--- config.mk ---
export PLATFORM = sky130hd
export DESIGN_NAME = plbf_gram
export DESIGN_NICKNAME = d
export VERILOG_FILES = /design/src/plbf_pkg.sv /design/src/plbf_gram.sv
export SDC_FILE = /design/constraint.sdc
export NUM_CORES = 2
export LEC_CHECK = 0
export BUFFER_PORTS_ARGS = -buffer_cell sky130_fd_sc_hd__buf_2
export CORE_MARGIN = 4
export CORE_UTILIZATION = 35
export CTS_BUF_LIST = sky130_fd_sc_hd__clkbuf_8
export DETAILED_ROUTE_END_ITERATION = 6
export SLEW_MARGIN = 20
export SYNTH_ARGS = -nofsm -noshare
export SYNTH_HDL_FRONTEND = slang
export SYNTH_SLANG_ARGS = --single-unit
--- constraint.sdc ---
create_clock -name clk -period 5.4 [get_ports clk]
set_clock_uncertainty 0.15 [all_clocks]
set_input_delay 0 -clock clk [delete_from_list [all_inputs] [get_ports clk]]
set_output_delay 0 -clock clk [all_outputs]
set_load 0.005 [all_outputs]
--- src/plbf_pkg.sv ---
`default_nettype none

package plbf_pkg;

	// Field widths fixed by the stream and register formats.
	localparam int SAMPLE_W = 16;
	localparam int GRAM_W   = 48;
	localparam int CFG_W    = 32;
	localparam int CFG_IDX_W = 3;

	// ln(2) in unsigned Q0.32.
	localparam logic [31:0] LN2_Q32 = 32'd2977044472;

	// Configuration register indexes.
	typedef enum logic [CFG_IDX_W-1:0] {
		REG_ROWS_USED     = 3'd0,
		REG_VARS_USED     = 3'd1,
		REG_PRIOR_SHAPE   = 3'd2,
		REG_PRIOR_RATE    = 3'd3,
		REG_PRIOR_SCALE   = 3'd4,
		REG_SHARED_OFFSET = 3'd5
	} reg_idx_t;

	// Prior settings handed to the pair evaluator.
	typedef struct packed {
		logic [8:0]         rows_used;
		logic [31:0]        prior_shape;
		logic [31:0]        prior_rate;
		logic [31:0]        prior_scale;
		logic signed [31:0] shared_offset;
	} prior_cfg_t;

	// Result of one pair evaluation.
	typedef struct packed {
		logic               done;
		logic               invalid;
		logic signed [31:0] value;
	} pair_result_t;

endpackage

`default_nettype wire

--- src/plbf_gram.sv ---
`default_nettype none

// Gram sum memory: one write and one registered read per cycle.
// Entries that were never written since the last clear read as zero.
module plbf_gram #(
	parameter int DEPTH = 64,
	parameter int AW    = 6
) (
	input  wire logic                                 clk,
	input  wire logic                                 arst_n,
	input  wire logic                                 clr,
	input  wire logic                                 rd_en,
	input  wire logic [AW-1:0]                        rd_addr,
	output logic signed [plbf_pkg::GRAM_W-1:0]        rd_data,
	input  wire logic                                 wr_en,
	input  wire logic [AW-1:0]                        wr_addr,
	input  wire logic signed [plbf_pkg::GRAM_W-1:0]   wr_data
);

	logic signed [plbf_pkg::GRAM_W-1:0] mem_q [DEPTH];
	logic signed [plbf_pkg::GRAM_W-1:0] rd_raw_q;
	logic [DEPTH-1:0]                   valid_q;
	logic                               rd_hit_q;

	// Storage array and its registered read.
	always_ff @(posedge clk) begin
		if (wr_en) begin
			mem_q[wr_addr] <= wr_data;
		end
		if (rd_en) begin
			rd_raw_q <= mem_q[rd_addr];
		end
	end

	// Per-entry valid bits give the cleared state without a sweep.
	always_ff @(posedge clk or negedge arst_n) begin
		if (!arst_n) begin
			valid_q  <= '0;
			rd_hit_q <= 1'b0;
		end else begin
			if (rd_en) begin
				rd_hit_q <= valid_q[rd_addr];
			end
			if (clr) begin
				valid_q <= '0;
			end else if (wr_en) begin
				valid_q[wr_addr] <= 1'b1;
			end
		end
	end

	assign rd_data = rd_hit_q ? rd_raw_q : '0;

endmodule

`default_nettype wire

==> flow_metrics.tcl <==
set metrics [dict create \
    status "completed" \
    rsz0062_at_grt "no" \
    dpl.hpwl_um 174000 \
    final_layout_size_suffix_gt1_share_pct 33.3 \
    cp-end-kind "flop" \
    leakage_nw 44.1 \
    clockBufferDepth 4 \
    post_drt_wl_per_cell_um 33.1 \
    setup_tns_ps 0 \
    synth_top_area_cell "edfxtp_1" \
    p_per_area_nw_per_um2 356 \
    critPathMaxStageDelay_ps 1290 \
    htree_levels 6 \
    die_w_um 596 \
    whs_ps 88.5 \
    ys_ff_latch 3185 \
    cp_slowest_cell "dlygate4sd3_1" \
    drv_cap 0 \
    fp.coreArea_um2 344000 \
    ys_seq_area_share_pct 78.8 \
    row_count 215 \
    ys.flop_type "edfxtp_1" \
    gr-total-overflow 0 \
    slew_headroom_pct 23.7 \
    grt_usage_pct 19.4 \
    drt_wl_total_um 349000 \
    cts_tree "built" \
    grt_pass1_wl_um 484000 \
    crit_required_ps 5990 \
    postCtsSetupRepairBufs 0 \
    synthesis.nets 4978 \
    hold_violations 0 \
    via_per_inst 5.63 \
    io_pins 113 \
    area_delta_synth_final_pct 15.8 \
    crit_type "in -> reg" \
    start_util_pct 35.2 \
    tightest_slew_ps 1140 \
    grt_antenna_before_repair 36 \
    dr.pass1.iters 5 \
    netlist.area_leader.share_pct 77.5 \
    crit_top_cell "dlygate4sd3_1" \
    period_minus_slack_ps 4400 \
    max_freq_ghz 0.227 \
    ys_top_cells_by_area "edfxtp_1 77%, mux4_2 18%, dfrtp_1 1.3%, nor2_1 0.60%, a22oi_1 0.53%" \
    setup_viol 0 \
    gp_congestion 0.753 \
    ant_nets 0 \
    hp-class "in -> reg" \
    clk_pin_slew_ps 60 \
    ys_warn_count 0 \
    syn_area_per_cell_um2 24.6 \
    path_max_fanout 11 \
    period_share_pct 81.5 \
    synth_edf_count 3120 \
    dieArea_um2 355000 \
    cp.arrival_ps 4990 \
    crit_chain "dlygate4sd3_1, dlygate4sd3_1, buf_2, dlygate4sd3_1, nor2b_1, nand3_1, nor2_4, dlygate4sd3_1" \
    drc 0 \
    ir_worst_vdd_v 0.000244 \
    grt_pass1_vias 60700 \
    cts_sinks 3185 \
    grt_max_degree 84 \
    vias 59500 \
    cp-start-kind "primary input" \
    drv_slew 0 \
    synthArstFlopShare_pct 2.04 \
    io_buffers 112 \
    ys_types 33 \
    nFillCells 29600 \
    syn-cell-area_um2 121000 \
    r2r_slack_ps 2050 \
    drt_iter0_markers 8596 \
    final_core_util_pct 40.8 \
    syn_inst 4913 \
    final_nets 5674 \
    ctsRootBufferMaster "clkbuf_8" \
    insertion_delay_ps 1150 \
    cts_made_buffers 527 \
    die_y_um 596 \
]
==> cell usage after synthesis (2+ instances only) <==
library cell	number
a211o_1	4
a211oi_1	12
a21oi_1	10
a22oi_1	86
a311oi_1	2
a31oi_1	7
and2_1	54
buf_1	30
buf_2	89
buf_4	8
buf_6	13
clkbuf_1	125
dfrtp_1	65
edfxtp_1	3120
inv_1	2
mux2_2	3
mux2i_1	24
mux4_2	962
nand2_1	62
nand2b_1	5
nand3_1	11
nand3b_1	2
nor2_1	192
nor2b_1	11
nor3_1	4
o22ai_1	3
==> worst paths after layout <==
kind	from	endpoint	cells after the start
worst max-delay path	wr_addr[1]	mem_q[11][45]	8
worst min-delay path	wr_data[26]	mem_q[11][26]	2
worst min register to register	valid_q[60]	valid_q[60]	2
max in group asynchronous	arst_n	rd_hit_q	6
min in group asynchronous	arst_n	valid_q[14]	6
worst max register to register	mem_q[7][19]	rd_raw_q[19]	7
==> cells by family (layout without fill, tap and decap cells) <==
kind of cell	Yosys count	in the layout	synth area share (%)
compound gates	126	126	0.761
simple gates	346	346	1.25
mux	989	989	18.1
flops	3185	3185	78.8
buf+inv	267	1341	1.03
other cells	0	13	0
==> cell type report <==
type | instances | area, um2 | share of cell area [%]
timing repair buffer | 432 | 4510 | 3.22
antenna | 13 | 32.5 | 0.0232
inverter | 2 | 7.51 | 0.00536
tap | 4557 | 5700 | 4.07
multi-input combinational | 1461 | 24900 | 17.8
clock buffer | 534 | 7350 | 5.25
sequential | 3185 | 95300 | 68.0
clock inverter | 373 | 2290 | 1.64
==> critical path: cells and delay by family <==
family / cells / cell delay (ps)
AND/OR/NAND/NOR: 3 / 1570
buffers and inverters: 5 / 3380
==> registers in the layout (all words and copies together), names as in the netlist <==
| register | count |
|---|---|
| mem_q | 3072 |
| rd_hit_q | 1 |
| rd_raw_q | 48 |
| valid_q | 64 |
==> timing repair <==
action / CTS / global route
setup endpoints to repair: 0 / 0
resized for setup: 0 / 0
hold buffers: 140 / 11
endpoints found under the hold margin: 4136 / 704
==> power breakdown <==
group	internal (mW)	switching (mW)
clock	10.0	9.83
combinational	1.05	1.44
sequential	27.4	0.101
total	38.4	11.4
==> layer usage <==
metal / GRT usage [%] / vias to the layer above / part of all wire [%]
met5: 0 / - / 0.011
met4: 5.35 / 6 / 2.6
met3: 4.24 / 580 / 10
met2: 30.4 / 3471 / 47
met1: 27.4 / 32700 / 40
li1: - / 22700 / -
==> placed cells by master, fill, tap and decap left out, types with 12 or more instances in the layout <==
master / instances
dfrtp_1: 64
inv_6: 17
edfxtp_1: 3120
buf_12: 88
nor2_1: 132
buf_2: 96
clkbuf_8: 534
clkinv_1: 102
mux4_2: 962
dlygate4sd3_1: 129
buf_4: 112
mux2i_1: 24
a22oi_1: 86
clkinv_2: 38
clkinvlp_4: 13
bufinv_16: 14
inv_8: 17
diode_2: 13
a211oi_1: 12
nor2_4: 60
nand2_1: 62
and2_1: 53
inv_1: 156
==> per-stage QoR <==
stage | power (mW) | setup WS (ps) | std cells | area (um2)
2_1_floorplan | 29.3 | 731 | 4913 | 121000
4_1_cts | 50.2 | 1250 | 10500 | 140000
6_report | 49.8 | 1000 | 10600 | 140000
5_1_grt | 51.6 | 994 | 10600 | 140000
3_3_place_gp | 30.3 | 2120 | 9486 | 129000
3_5_place_dp | 30.4 | 2130 | 9486 | 129000
Note: power is estimated with default switching activity, not from simulation.
